$ cat src/rtl/lcdx_pkg.sv
// lcdx_pkg: shared types, codes and helpers of the character LCD expander encoder.
// No dependencies; used by every module of the block.
package lcdx_pkg;

  localparam int unsigned NumBeats  = 7;
  localparam int unsigned StepW     = $clog2(NumBeats);
  localparam int unsigned AddrW     = 4;

  localparam logic [7:0] CharFormFeed = 8'h0C;
  localparam logic [7:0] CharNewline  = 8'h0A;
  localparam logic [7:0] CharBack     = 8'h08;

  localparam logic [7:0] CmdClear = 8'h01;
  localparam logic [7:0] CmdLeft  = 8'h10;
  localparam logic [7:0] CmdDdram = 8'h80;

  localparam logic [7:0] BlBit = 8'b0000_1000;
  localparam logic [7:0] EnBit = 8'b0000_0100;
  localparam logic [7:0] RsBit = 8'b0000_0001;

  localparam logic [7:0] ResetSlave   = 8'h4E;
  localparam logic       ResetBacklit = 1'b1;
  localparam logic [2:0] ResetRows    = 3'd2;
  localparam logic [4:0] ResetCols    = 5'd16;

  typedef enum logic [1:0] {
    RegSlave   = 2'd0,
    RegBacklit = 2'd1,
    RegRows    = 2'd2,
    RegCols    = 2'd3
  } reg_idx_e;

  typedef struct packed {
    logic [7:0] code;
    logic       rs;
  } cmd_t;

  typedef struct packed {
    logic [7:0] bus_byte;
    logic       is_address;
    logic       last;
  } beat_t;

  typedef struct packed {
    logic full;
    logic empty;
  } q_status_t;

  function automatic logic [6:0] row_base(input logic [2:0] row);
    logic [6:0] b;
    unique case (row)
      3'd2:    b = 7'h40;
      3'd3:    b = 7'h14;
      3'd4:    b = 7'h54;
      default: b = 7'h00;
    endcase
    return b;
  endfunction

  // Expander write for beats 1..6: nibble, enable strobe, RS and backlight.
  function automatic logic [7:0] data_beat(input logic [StepW-1:0] step,
                                           input cmd_t cmd, input logic bl);
    logic [3:0] nib;
    logic [7:0] b;
    nib = (step <= StepW'(3)) ? cmd.code[7:4] : cmd.code[3:0];
    b = {nib, 4'h0};
    if (cmd.rs) b = b | RsBit;
    if (bl) b = b | BlBit;
    if (step == StepW'(2) || step == StepW'(5)) b = b | EnBit;
    return b;
  endfunction

endpackage

$ cat src/rtl/lcdx_char_if.sv
// lcdx_char_if: input channel carrying one character byte per beat.
// Depends on nothing.
interface lcdx_char_if;
  logic       valid;
  logic       ready;
  logic [7:0] char_code;

  modport source (output valid, output char_code, input ready);
  modport sink   (input valid, input char_code, output ready);
endinterface

$ cat src/rtl/lcdx_bus_if.sv
// lcdx_bus_if: output channel carrying one I2C bus byte per beat.
// Depends on nothing.
interface lcdx_bus_if;
  logic       valid;
  logic       ready;
  logic [7:0] bus_byte;
  logic       is_address;
  logic       last;

  modport source (output valid, output bus_byte, output is_address, output last, input ready);
  modport sink   (input valid, input bus_byte, input is_address, input last, output ready);
endinterface

$ cat src/rtl/lcdx_front.sv
// lcdx_front: accepts characters, classifies them into LCD commands or data, tracks the row.
// Depends on lcdx_pkg and lcdx_char_if.
module lcdx_front (
  input  logic                clk_i,
  input  logic                rst_ni,
  lcdx_char_if.sink           char_i,
  input  logic [2:0]          total_rows_i,
  input  logic [4:0]          total_columns_i,
  input  lcdx_pkg::q_status_t q_status_i,
  output logic                push_o,
  output lcdx_pkg::cmd_t      cmd_o
);

  logic [2:0] row_q, row_d;
  logic [3:0] next_row;
  logic [3:0] new_row;
  logic [2:0] tgt_row;
  logic       col;
  logic [6:0] ddram;

  assign char_i.ready = !q_status_i.full;
  assign push_o       = char_i.valid && !q_status_i.full;

  always_comb begin
    next_row = {1'b0, row_q} + 4'd1;
    new_row  = (next_row > {1'b0, total_rows_i}) ? 4'd1 : next_row;
    tgt_row  = (new_row > {1'b0, total_rows_i}) ? total_rows_i : new_row[2:0];
    col      = (total_columns_i != 5'd0);
    ddram    = lcdx_pkg::row_base(tgt_row) + {6'd0, col} + 7'h7F;
  end

  always_comb begin
    row_d = row_q;
    cmd_o = '{code: char_i.char_code, rs: 1'b1};
    priority if (char_i.char_code == lcdx_pkg::CharFormFeed) begin
      row_d = 3'd1;
      cmd_o = '{code: lcdx_pkg::CmdClear, rs: 1'b0};
    end else if (char_i.char_code == lcdx_pkg::CharNewline) begin
      row_d = new_row[2:0];
      cmd_o = '{code: lcdx_pkg::CmdDdram | {1'b0, ddram}, rs: 1'b0};
    end else if (char_i.char_code == lcdx_pkg::CharBack) begin
      cmd_o = '{code: lcdx_pkg::CmdLeft, rs: 1'b0};
    end else begin
      cmd_o = '{code: char_i.char_code, rs: 1'b1};
    end
  end

  always_ff @(posedge clk_i or negedge rst_ni) begin
    if (!rst_ni) begin
      row_q <= 3'd1;
    end else if (push_o) begin
      row_q <= row_d;
    end
  end

endmodule

$ cat src/rtl/lcdx_queue.sv
// lcdx_queue: two-entry command queue between front and back.
// Depends on lcdx_pkg.
module lcdx_queue (
  input  logic                clk_i,
  input  logic                rst_ni,
  input  logic                push_i,
  input  lcdx_pkg::cmd_t      cmd_i,
  input  logic                pop_i,
  output lcdx_pkg::cmd_t      cmd_o,
  output lcdx_pkg::q_status_t status_o
);

  lcdx_pkg::cmd_t mem_q [2];
  logic       wr_ptr_q, rd_ptr_q;
  logic [1:0] cnt_q, cnt_d;

  assign status_o.full  = (cnt_q == 2'd2);
  assign status_o.empty = (cnt_q == 2'd0);
  assign cmd_o          = mem_q[rd_ptr_q];

  always_comb begin
    cnt_d = cnt_q;
    unique case ({push_i, pop_i})
      2'b10:   cnt_d = cnt_q + 2'd1;
      2'b01:   cnt_d = cnt_q - 2'd1;
      default: cnt_d = cnt_q;
    endcase
  end

  always_ff @(posedge clk_i) begin
    if (push_i) begin
      mem_q[wr_ptr_q] <= cmd_i;
    end
  end

  always_ff @(posedge clk_i or negedge rst_ni) begin
    if (!rst_ni) begin
      wr_ptr_q <= 1'b0;
      rd_ptr_q <= 1'b0;
      cnt_q    <= 2'd0;
    end else begin
      cnt_q <= cnt_d;
      if (push_i) wr_ptr_q <= !wr_ptr_q;
      if (pop_i)  rd_ptr_q <= !rd_ptr_q;
    end
  end

endmodule

$ cat src/rtl/lcdx_back.sv
// lcdx_back: serializes each queued command into a seven-byte expander transaction.
// Depends on lcdx_pkg and lcdx_bus_if.
module lcdx_back (
  input  logic                clk_i,
  input  logic                rst_ni,
  input  lcdx_pkg::q_status_t q_status_i,
  input  lcdx_pkg::cmd_t      cmd_i,
  input  logic [7:0]          slave_address_i,
  input  logic                backlight_on_i,
  output logic                pop_o,
  lcdx_bus_if.source          bus_o
);

  localparam logic [lcdx_pkg::StepW-1:0] LastStep = lcdx_pkg::StepW'(lcdx_pkg::NumBeats - 1);

  lcdx_pkg::cmd_t                cur_q;
  logic [lcdx_pkg::StepW-1:0]    step_q;
  logic                          active_q;
  logic                          out_valid_q;
  lcdx_pkg::beat_t               out_q;
  logic                          load;

  assign load  = !out_valid_q || bus_o.ready;
  assign pop_o = load && !active_q && !q_status_i.empty;

  assign bus_o.valid      = out_valid_q;
  assign bus_o.bus_byte   = out_q.bus_byte;
  assign bus_o.is_address = out_q.is_address;
  assign bus_o.last       = out_q.last;

  always_ff @(posedge clk_i) begin
    if (load) begin
      if (active_q) begin
        out_q <= '{bus_byte:   lcdx_pkg::data_beat(step_q, cur_q, backlight_on_i),
                   is_address: 1'b0,
                   last:       (step_q == LastStep)};
      end else if (pop_o) begin
        cur_q <= cmd_i;
        out_q <= '{bus_byte: slave_address_i, is_address: 1'b1, last: 1'b0};
      end
    end
  end

  always_ff @(posedge clk_i or negedge rst_ni) begin
    if (!rst_ni) begin
      active_q    <= 1'b0;
      step_q      <= '0;
      out_valid_q <= 1'b0;
    end else if (load) begin
      if (active_q) begin
        out_valid_q <= 1'b1;
        step_q      <= step_q + lcdx_pkg::StepW'(1);
        if (step_q == LastStep) active_q <= 1'b0;
      end else if (pop_o) begin
        out_valid_q <= 1'b1;
        active_q    <= 1'b1;
        step_q      <= lcdx_pkg::StepW'(1);
      end else begin
        out_valid_q <= 1'b0;
      end
    end
  end

endmodule

$ cat src/rtl/char_lcd_i2c_expander_encoder.sv
// char_lcd_i2c_expander_encoder: top level with APB register file, front, queue and back.
// Depends on lcdx_pkg, lcdx_char_if, lcdx_bus_if, lcdx_front, lcdx_queue, lcdx_back.
//
// Each accepted character gives one transaction of seven bus bytes: the slave address
// (is_address high), then three expander writes for the high nibble and three for the
// low nibble, the last flagged by last. The back end sends one byte per cycle while the
// output is ready and starts the next queued character only once the last byte of the
// current transaction is loaded. A two-entry queue lets up to two characters be taken
// ahead while a transaction is on the bus. Registers sit at byte addresses 0, 4, 8, 12
// (slave address, backlight, rows, columns) and should only be written while idle.
module char_lcd_i2c_expander_encoder (
  input  logic                        clk_i,
  input  logic                        rst_ni,
  lcdx_char_if.sink                   char_i,
  lcdx_bus_if.source                  bus_o,
  input  logic                        psel,
  input  logic                        penable,
  input  logic                        pwrite,
  input  logic [lcdx_pkg::AddrW-1:0]  paddr,
  input  logic [31:0]                 pwdata,
  output logic [31:0]                 prdata,
  output logic                        pready
);

  logic [7:0] slave_q;
  logic       backlit_q;
  logic [2:0] rows_q;
  logic [4:0] cols_q;
  logic       wr_en;
  lcdx_pkg::reg_idx_e reg_idx;

  lcdx_pkg::q_status_t q_status;
  lcdx_pkg::cmd_t      push_cmd, head_cmd;
  logic                push, pop;

  assign pready  = 1'b1;
  assign wr_en   = psel && penable && pwrite && pready;
  assign reg_idx = lcdx_pkg::reg_idx_e'(paddr[3:2]);

  always_comb begin
    unique case (reg_idx)
      lcdx_pkg::RegSlave:   prdata = {24'd0, slave_q};
      lcdx_pkg::RegBacklit: prdata = {31'd0, backlit_q};
      lcdx_pkg::RegRows:    prdata = {29'd0, rows_q};
      lcdx_pkg::RegCols:    prdata = {27'd0, cols_q};
      default:              prdata = 32'd0;
    endcase
  end

  always_ff @(posedge clk_i or negedge rst_ni) begin
    if (!rst_ni) begin
      slave_q   <= lcdx_pkg::ResetSlave;
      backlit_q <= lcdx_pkg::ResetBacklit;
      rows_q    <= lcdx_pkg::ResetRows;
      cols_q    <= lcdx_pkg::ResetCols;
    end else if (wr_en) begin
      unique case (reg_idx)
        lcdx_pkg::RegSlave:   slave_q   <= pwdata[7:0];
        lcdx_pkg::RegBacklit: backlit_q <= pwdata[0];
        lcdx_pkg::RegRows:    rows_q    <= pwdata[2:0];
        lcdx_pkg::RegCols:    cols_q    <= pwdata[4:0];
        default:              slave_q   <= slave_q;
      endcase
    end
  end

  lcdx_front u_front (
    .clk_i           (clk_i),
    .rst_ni          (rst_ni),
    .char_i          (char_i),
    .total_rows_i    (rows_q),
    .total_columns_i (cols_q),
    .q_status_i      (q_status),
    .push_o          (push),
    .cmd_o           (push_cmd)
  );

  lcdx_queue u_queue (
    .clk_i    (clk_i),
    .rst_ni   (rst_ni),
    .push_i   (push),
    .cmd_i    (push_cmd),
    .pop_i    (pop),
    .cmd_o    (head_cmd),
    .status_o (q_status)
  );

  lcdx_back u_back (
    .clk_i           (clk_i),
    .rst_ni          (rst_ni),
    .q_status_i      (q_status),
    .cmd_i           (head_cmd),
    .slave_address_i (slave_q),
    .backlight_on_i  (backlit_q),
    .pop_o           (pop),
    .bus_o           (bus_o)
  );

`ifndef SYNTH
  a_addr_not_last: assert property (@(posedge clk_i) disable iff (!rst_ni)
    bus_o.valid && bus_o.is_address |-> !bus_o.last && bus_o.bus_byte == slave_q)
    else $error("address beat malformed");

  a_rw_low: assert property (@(posedge clk_i) disable iff (!rst_ni)
    bus_o.valid && !bus_o.is_address |-> !bus_o.bus_byte[1]
      && bus_o.bus_byte[3] == backlit_q)
    else $error("expander write has RW set or wrong backlight");

  a_last_then_addr: assert property (@(posedge clk_i) disable iff (!rst_ni)
    bus_o.valid && bus_o.ready && bus_o.last |=> !bus_o.valid || bus_o.is_address)
    else $error("transaction did not restart with address");

  a_no_pop_empty: assert property (@(posedge clk_i) disable iff (!rst_ni)
    pop |-> !q_status.empty)
    else $error("queue popped while empty");
`endif

endmodule

$ cat src/flat_wrapper.sv
// flat-port wrapper written by rule: the top's interface ports become plain ports
module char_lcd_i2c_expander_encoder_flat 
  (clk_i, rst_ni, psel, penable, pwrite, paddr, pwdata, prdata, pready, char_i_valid, char_i_char_code, char_i_ready, bus_o_valid, bus_o_bus_byte, bus_o_is_address, bus_o_last, bus_o_ready);
  lcdx_char_if char_i_i ();
  lcdx_bus_if bus_o_i ();
  input  logic clk_i;
  input  logic rst_ni;
  input  logic psel;
  input  logic penable;
  input  logic pwrite;
  input  logic [lcdx_pkg::AddrW-1:0] paddr;
  input  logic [31:0] pwdata;
  output logic [31:0] prdata;
  output logic pready;
  input wire logic [$bits(char_i_i.valid)-1:0] char_i_valid;
  input wire logic [$bits(char_i_i.char_code)-1:0] char_i_char_code;
  output wire logic [$bits(char_i_i.ready)-1:0] char_i_ready;
  output wire logic [$bits(bus_o_i.valid)-1:0] bus_o_valid;
  output wire logic [$bits(bus_o_i.bus_byte)-1:0] bus_o_bus_byte;
  output wire logic [$bits(bus_o_i.is_address)-1:0] bus_o_is_address;
  output wire logic [$bits(bus_o_i.last)-1:0] bus_o_last;
  input wire logic [$bits(bus_o_i.ready)-1:0] bus_o_ready;
  assign char_i_i.valid = char_i_valid;
  assign char_i_i.char_code = char_i_char_code;
  assign char_i_ready = char_i_i.ready;
  assign bus_o_valid = bus_o_i.valid;
  assign bus_o_bus_byte = bus_o_i.bus_byte;
  assign bus_o_is_address = bus_o_i.is_address;
  assign bus_o_last = bus_o_i.last;
  assign bus_o_i.ready = bus_o_ready;
  char_lcd_i2c_expander_encoder u_core (.clk_i(clk_i), .rst_ni(rst_ni), .char_i(char_i_i), .bus_o(bus_o_i), .psel(psel), .penable(penable), .pwrite(pwrite), .paddr(paddr), .pwdata(pwdata), .prdata(prdata), .pready(pready));
endmodule
$ cat config.mk
export PLATFORM = sky130hd
export DESIGN_NAME = char_lcd_i2c_expander_encoder_flat
export DESIGN_NICKNAME = d
export VERILOG_FILES = /design/src/rtl/lcdx_pkg.sv /design/src/rtl/lcdx_char_if.sv /design/src/rtl/lcdx_bus_if.sv /design/src/rtl/lcdx_front.sv /design/src/rtl/lcdx_queue.sv /design/src/rtl/lcdx_back.sv /design/src/rtl/char_lcd_i2c_expander_encoder.sv /design/src/flat_wrapper.sv
export SDC_FILE = /design/constraint.sdc
export NUM_CORES = 1
export LEC_CHECK = 0
export ABC_AREA = 1
export BUFFER_PORTS_ARGS = -buffer_cell sky130_fd_sc_hd__buf_2
export CAP_MARGIN = 5
export CORE_ASPECT_RATIO = 1.2
export CORE_MARGIN = 1.5
export CORE_UTILIZATION = 56
export DETAILED_ROUTE_END_ITERATION = 10
export HOLD_SLACK_MARGIN = 0.06
export PLACE_DENSITY = 0.95
export SYNTH_ARGS = -nofsm -noshare
export SYNTH_HDL_FRONTEND = slang
export SYNTH_SLANG_ARGS = --single-unit
$ cat constraint.sdc
create_clock -name clk_i -period 7.01 [get_ports clk_i]
set_input_delay 0.701 -clock clk_i [delete_from_list [all_inputs] [get_ports clk_i]]
set_output_delay 0.701 -clock clk_i [all_outputs]
set_load 0.1 [all_outputs]
# Word level (Yosys, flattened, before mapping)
# Memories as Yosys holds them, arrays and structs flattened. A register that Yosys moved wholly into a read port is not among the register bits.
# Index checks and enable logic that the tools add are counted.
[totals]
regBits = 39
ramBits = 18
inputBits = 51
output_inout_bits = 45
wordCells = 90
memories = 1
[memory_table]
columns = ["memory", "words", "word_bits", "read_ports", "rd_clocked_by_memory_dff", "wr", "line_no", "text"]
rows = [
  ["u_core.u_queue.mem_q", 2, 9, 1, 1, 1, "lcdx_queue.sv:13", "lcdx_pkg::cmd_t mem_q [2];"],
]
[classes]
n_addsub = 6
n_lt_le_gt_ge = 3
n_eq_ne = 15
n_mux = 24
bitwise_logic = 1
n_reduce_logical = 26
[ops]
columns = ["cell", "n"]
rows = [
  ["$pmux 32 s4", 1],
  ["$mux 9", 3],
  ["$eq 8x4->1 const B", 3],
  ["$pmux 7 s3", 1],
  ["$mux 10", 2],
  ["$mux 3", 6],
  ["$mux 4", 3],
  ["$reduce_and 2->1", 6],
  ["$eq 3x2->1 const B", 3],
  ["$eq 3x3->1 const B", 3],
  ["$eq 2x2->1 const B", 4],
  ["$gt 4x3->1", 2],
  ["$add 7x1->7", 1],
  ["$add 7x7->7 const B", 1],
  ["$mux 1", 7],
  ["$logic_not 1->1", 6],
  ["$reduce_bool 2->1", 3],
  ["$logic_and 1x1->1", 5],
  ["$reduce_bool 5->1", 1],
  ["$add 3x1->4 const B", 1],
  ["$eq 2x1->1 const B", 2],
  ["$logic_not 2->1", 2],
  ["$pmux 2 s2", 1],
  ["$add 3x1->3 const B", 1],
  ["6 further kinds", 7],
]

# Depth between registers and ports, before layout
[depth]
depth_word = 11
ltp_mapped = 25

# By module
# A second synthesis with hierarchy kept.
[unflattened]
hier_cells = 413
area_unflattened_um2 = 3678.5
[by_module_without_submodules]
columns = ["module", "n_inst", "cells_per_inst", "area_each_um2"]
rows = [
  ["lcdx_back", 1, 96, 1057.3],
  ["char_lcd_i2c_expander_encoder", 1, 140, 1031.0],
  ["lcdx_queue", 1, 71, 882.1],
  ["lcdx_front", 1, 106, 708.2],
]

# Worst setup path after synthesis
# Ideal clock, no wire load.
[synth_path]
path_kind = "input port to output port"
start = "input port paddr[2] (netlist name)"
end = "output port prdata[3]"
arrival_ps = 3087
t_required_ps = 6309
slack_ps = 3222
path_stages = 3
cell_sequence = "nor2_1 -> inv_1 -> o21ai_0"
[synth_via]
elab_chain_len = 2
[synth_lines]
columns = ["item", "line_no", "text"]
rows = [
  ["start: declaration", "flat_wrapper.sv:11", "input logic [lcdx_pkg::AddrW-1:0] paddr;"],
  ["$eq 2x2->1 (tied with other cells)", "char_lcd_i2c_expander_encoder.sv:41", "unique case (reg_idx)"],
  ["$pmux 32 s4 *", "char_lcd_i2c_expander_encoder.sv:41", ""],
  ["end: declaration", "flat_wrapper.sv:13", "output logic [31:0] prdata;"],
]
# Mark *: on every way between the ends. The rest lies on a longest branch, timed or not. The select of a mux whose other input is x is not followed.

==> run_results.csv <==
group,metric,value,unit
clocking,tritoncts,"built",
floorplan,die_h,88.8,um
setup_path,cpPeakStageDelay,0.59,ns
setup_path,crit_path_start,"u_core.u_front.row_q[0]$_DFFE_PN1P_",
setup_path,required,7.08,ns
setup_path,crit_buf_inv,2,
synth,yosysWarnings,0,
clocking,ctsLongestPathBuffers,2,
grt,grt_max_degree,30,
sta,fin_ws,3.25,ns
run_status,run_status,"finished, final reports clean",
place,hpwlAfterDp,4680,um
synth,synthCells,368,
floorplan,boundaryPins,96,
synth,ys_seq_area_share,53.8,%
finish,n_antenna_cell,0,
sta,finalClockSkew,0.00868,ns
sta,worstMarginPinSlew,1.09,ns
sta,whs,0.374,ns
clocking,cts.clk_slew.worst_paths,0.07,ns
setup_path,cp_slowest_cell,"dfstp_2",
run,drv_cap,0,
clocking,clock_latency,0.34,ns
drt,vias,2534,
drt,via_per_inst,5.03,
sta,finalCritPeriodShare,53.6,%
clocking,numCtsBuffers,9,
setup_path,cp_num_cells,21,
clocking,htree_levels,3,
setup_path,crit_type,"reg -> reg",
power,power_density,426,nW/um^2
synth,yosysTopAreaCell,"edfxtp_1",
sta,setup_viol,0,
clocking,postCtsHoldBufs,0,
synth,ys_types,34,
power,p_switching,0.752,mW
drt,post-route-drc-count,0,
grt,grt_pass1_vias,2427,
sta,relSlewSlack,26.7,%
power,switching_share,45.8,%
drt,drt_wl_total,6350,um
power,pwr-share-comb,42.0,%
clocking,cts-root-buf,"clkbuf_8",
floorplan,coreArea,5970,sq um
grt,grt-ovfl-total,0,
floorplan,row_count,31,
floorplan,die_x,74.5,um
finish,final_cell_mix,"86 x nand2_1, 46 x inv_1, 44 x buf_2",
min_path,worstHoldPathType,"in -> async",
floorplan,die_area,6610,sq um
synth,synth_top_area_share,32.3,%
place,io_buffers,44,
finish,nets,482,
finish,fillCellCount,478,
power,leakagePower,1.84,nW
grt,grt_util_all_layers,21.1,%
place,pre_cts_ws,3.30,ns
drt,drt_pass1_iterations,4,
grt,grt_pass1_wl,10300,um
finish,area_growth,12.1,%
grt,antenna_found_initial,0,
finish,final_common_cell,"nand2_1",
sta,finalHoldViolCount,0,
power,irDropWorstVdd,0.300,mV
synth,synth_area_leaders,"edfxtp_1 32%, dfrtp_1 15%, nand2_1 9.4%",
setup_path,rr_startpoint,"u_core.u_front.row_q[0]$_DFFE_PN1P_",
drt,drt_iter0_drc,166,
power,pwr-share-seq,37.8,%
setup_path,cp.arrival,3.83,ns
finish,layout-drive-gt1-share,20.9,%
clocking,cts_setup_buffers,0,
drt,ant_nets,0,
power,pwr-share-clk,20.2,%
finish,postLayoutCoreUtil,64.4,%
setup_path,worstPathMaxFanout,7,
setup_path,regToRegEndpoint,"u_core.u_queue.mem_q[1][4]$_DFFE_PP_",
setup_path,cp_top_family,"simple AND/OR/NAND/NOR gates",
power,internal-power,0.889,mW
power,power.total,1.64,mW
setup_path,rr_worst_depth,21,
drt,wl_per_cell,12.6,um
clocking,numClockSinks,66,
setup_path,worstPathCellList,"ha_1 -> xor2_2 -> ha_1 -> a21oi_1 -> nand2_1 -> nand2_2 -> nand3_2 -> inv_1 -> ha_1 -> and3_1 -> a21oi_4 -> nand2_2 -> o21ai_2 -> nand2_1 -> nand2_2 -> nand2_1 -> ha_1 -> inv_1 -> nand2_1 -> nand3_1 -> nor2_1",
synth,ys_seq_elements,66,
floorplan,start_util,57.5,%
clocking,cts_resized,0,
setup_path,crit_path_end_kind,"flip-flop",
sta,final_max_slew_viol_count,0,
sta,rsz0062_at_grt,"false",
synth,synthesis.area,3430,sq um
sta,max_freq,266,MHz
place,finalWeightedCongestion,0.841,
sta,setup_tns,0,ns
synth,avgSynthCellArea,9.33,sq um
setup_path,rrSetupSlack,3.25,ns
setup_path,cp-start-kind,"flip-flop",
sta,layout_min_cycle_time,3.76,ns
==> registers in the layout (all words and copies together) (netlist names) <==
signal	cells
u_core.cols_q	5
u_core.rows_q	3
u_core.u_back.bus_o.valid	1
u_core.u_queue.mem_q	18
u_core.u_back.bus_o.bus_byte	8
u_core.u_queue.rd_ptr_q	1
u_core.u_back.step_q	3
u_core.u_queue.wr_ptr_q	1
u_core.u_back.cur_q	9
u_core.u_back.active_q	1
u_core.u_front.row_q	3
u_core.u_back.bus_o.last	1
u_core.u_queue.cnt_q	2
u_core.u_back.bus_o.is_address	1
u_core.backlit_q	1
u_core.slave_q	8
==> per-stage QoR <==
step | cell area [sq um] | std cells
floorplan | 3520 | 391
global placement | 3640 | 488
detailed placement | 3640 | 488
CTS | 3850 | 504
global route | 3850 | 504
finish | 3850 | 504
==> synthesized netlist by cell type <==
library cell and instances:
o22ai_1 7, a21o_1 1, clkinv_1 2, xnor2_1 2, o211ai_1 2, o21ai_1 5
edfxtp_1 37, xor2_1 1, nor3_2 1, inv_2 2, ha_1 14, o21ai_2 2
nand2_1 86, buf_4 25, conb_1 2, clkbuf_1 4, or2_2 2, nor3_1 2
a21oi_1 9, nor2_2 1, nor2_1 31, nand3_1 9, nand2_2 6, dfstp_2 8
a21oi_2 1, nand3_2 5, dfrtp_1 21, inv_1 46, nor4_4 1, a21oi_4 1
and3_1 2, o21ai_0 28, xor2_2 1, o2111ai_1 1
==> how the worst max path moves through the flow <==
stage                                           endpoint  slack (ns)
floorplan                                      prdata[3]        3.22
global placement    u_core.u_queue.mem_q[0][7]$_DFFE_PP_        3.47
detailed placement  u_core.u_queue.mem_q[1][7]$_DFFE_PP_        3.30
CTS                 u_core.u_queue.mem_q[1][7]$_DFFE_PP_        3.27
global route        u_core.u_queue.mem_q[1][6]$_DFFE_PP_        2.94
finish              u_core.u_queue.mem_q[1][4]$_DFFE_PP_        3.25
==> cells by family after synthesis <==
| kind of cell | share of synthesized area (%) |
|---|---|
| AND/OR/NAND/NOR | 18.8 |
| buffers and inverters | 11.4 |
| flip-flops | 53.8 |
| AO/OA/AOI/OAI | 9.54 |
| adder cells (fa/ha/maj) | 5.10 |
| XOR/XNOR | 1.24 |
| other | 0.219 |
==> power by group through the flow <==
stage / clock network (mW) / logic (mW) / registers, mW
final: 0.332 / 0.688 / 0.620
after global routing: 0.353 / 0.749 / 0.633
after CTS: 0.336 / 0.688 / 0.619
after detailed placement: 0 / 0.684 / 0.626
after global placement: 0 / 0.661 / 0.619
after floorplan: 0 / 0.415 / 0.789
==> metal layers <==
layer / GRT usage, % / wire [um] / up-vias
met5: 0 / 0 / -
met4: 11.9 / 260 / 0
met3: 5.58 / 325 / 26
met2: 37.7 / 3240 / 102
met1: 22.1 / 2520 / 1159
li1: - / - / 1247
==> area by class of cell <==
type | count | area [sq um] | share of cell area [%]
Clock inverter | 7 | 83.8 | 2.18
Sequential cell | 66 | 1850 | 48.0
Multi-Input combinational cell | 246 | 1280 | 33.4
Inverter | 50 | 188 | 4.88
Clock buffer | 9 | 124 | 3.22
Timing Repair Buffer | 44 | 220 | 5.72
Tap cell | 82 | 103 | 2.67
Note: power is estimated with default switching activity, not from simulation.
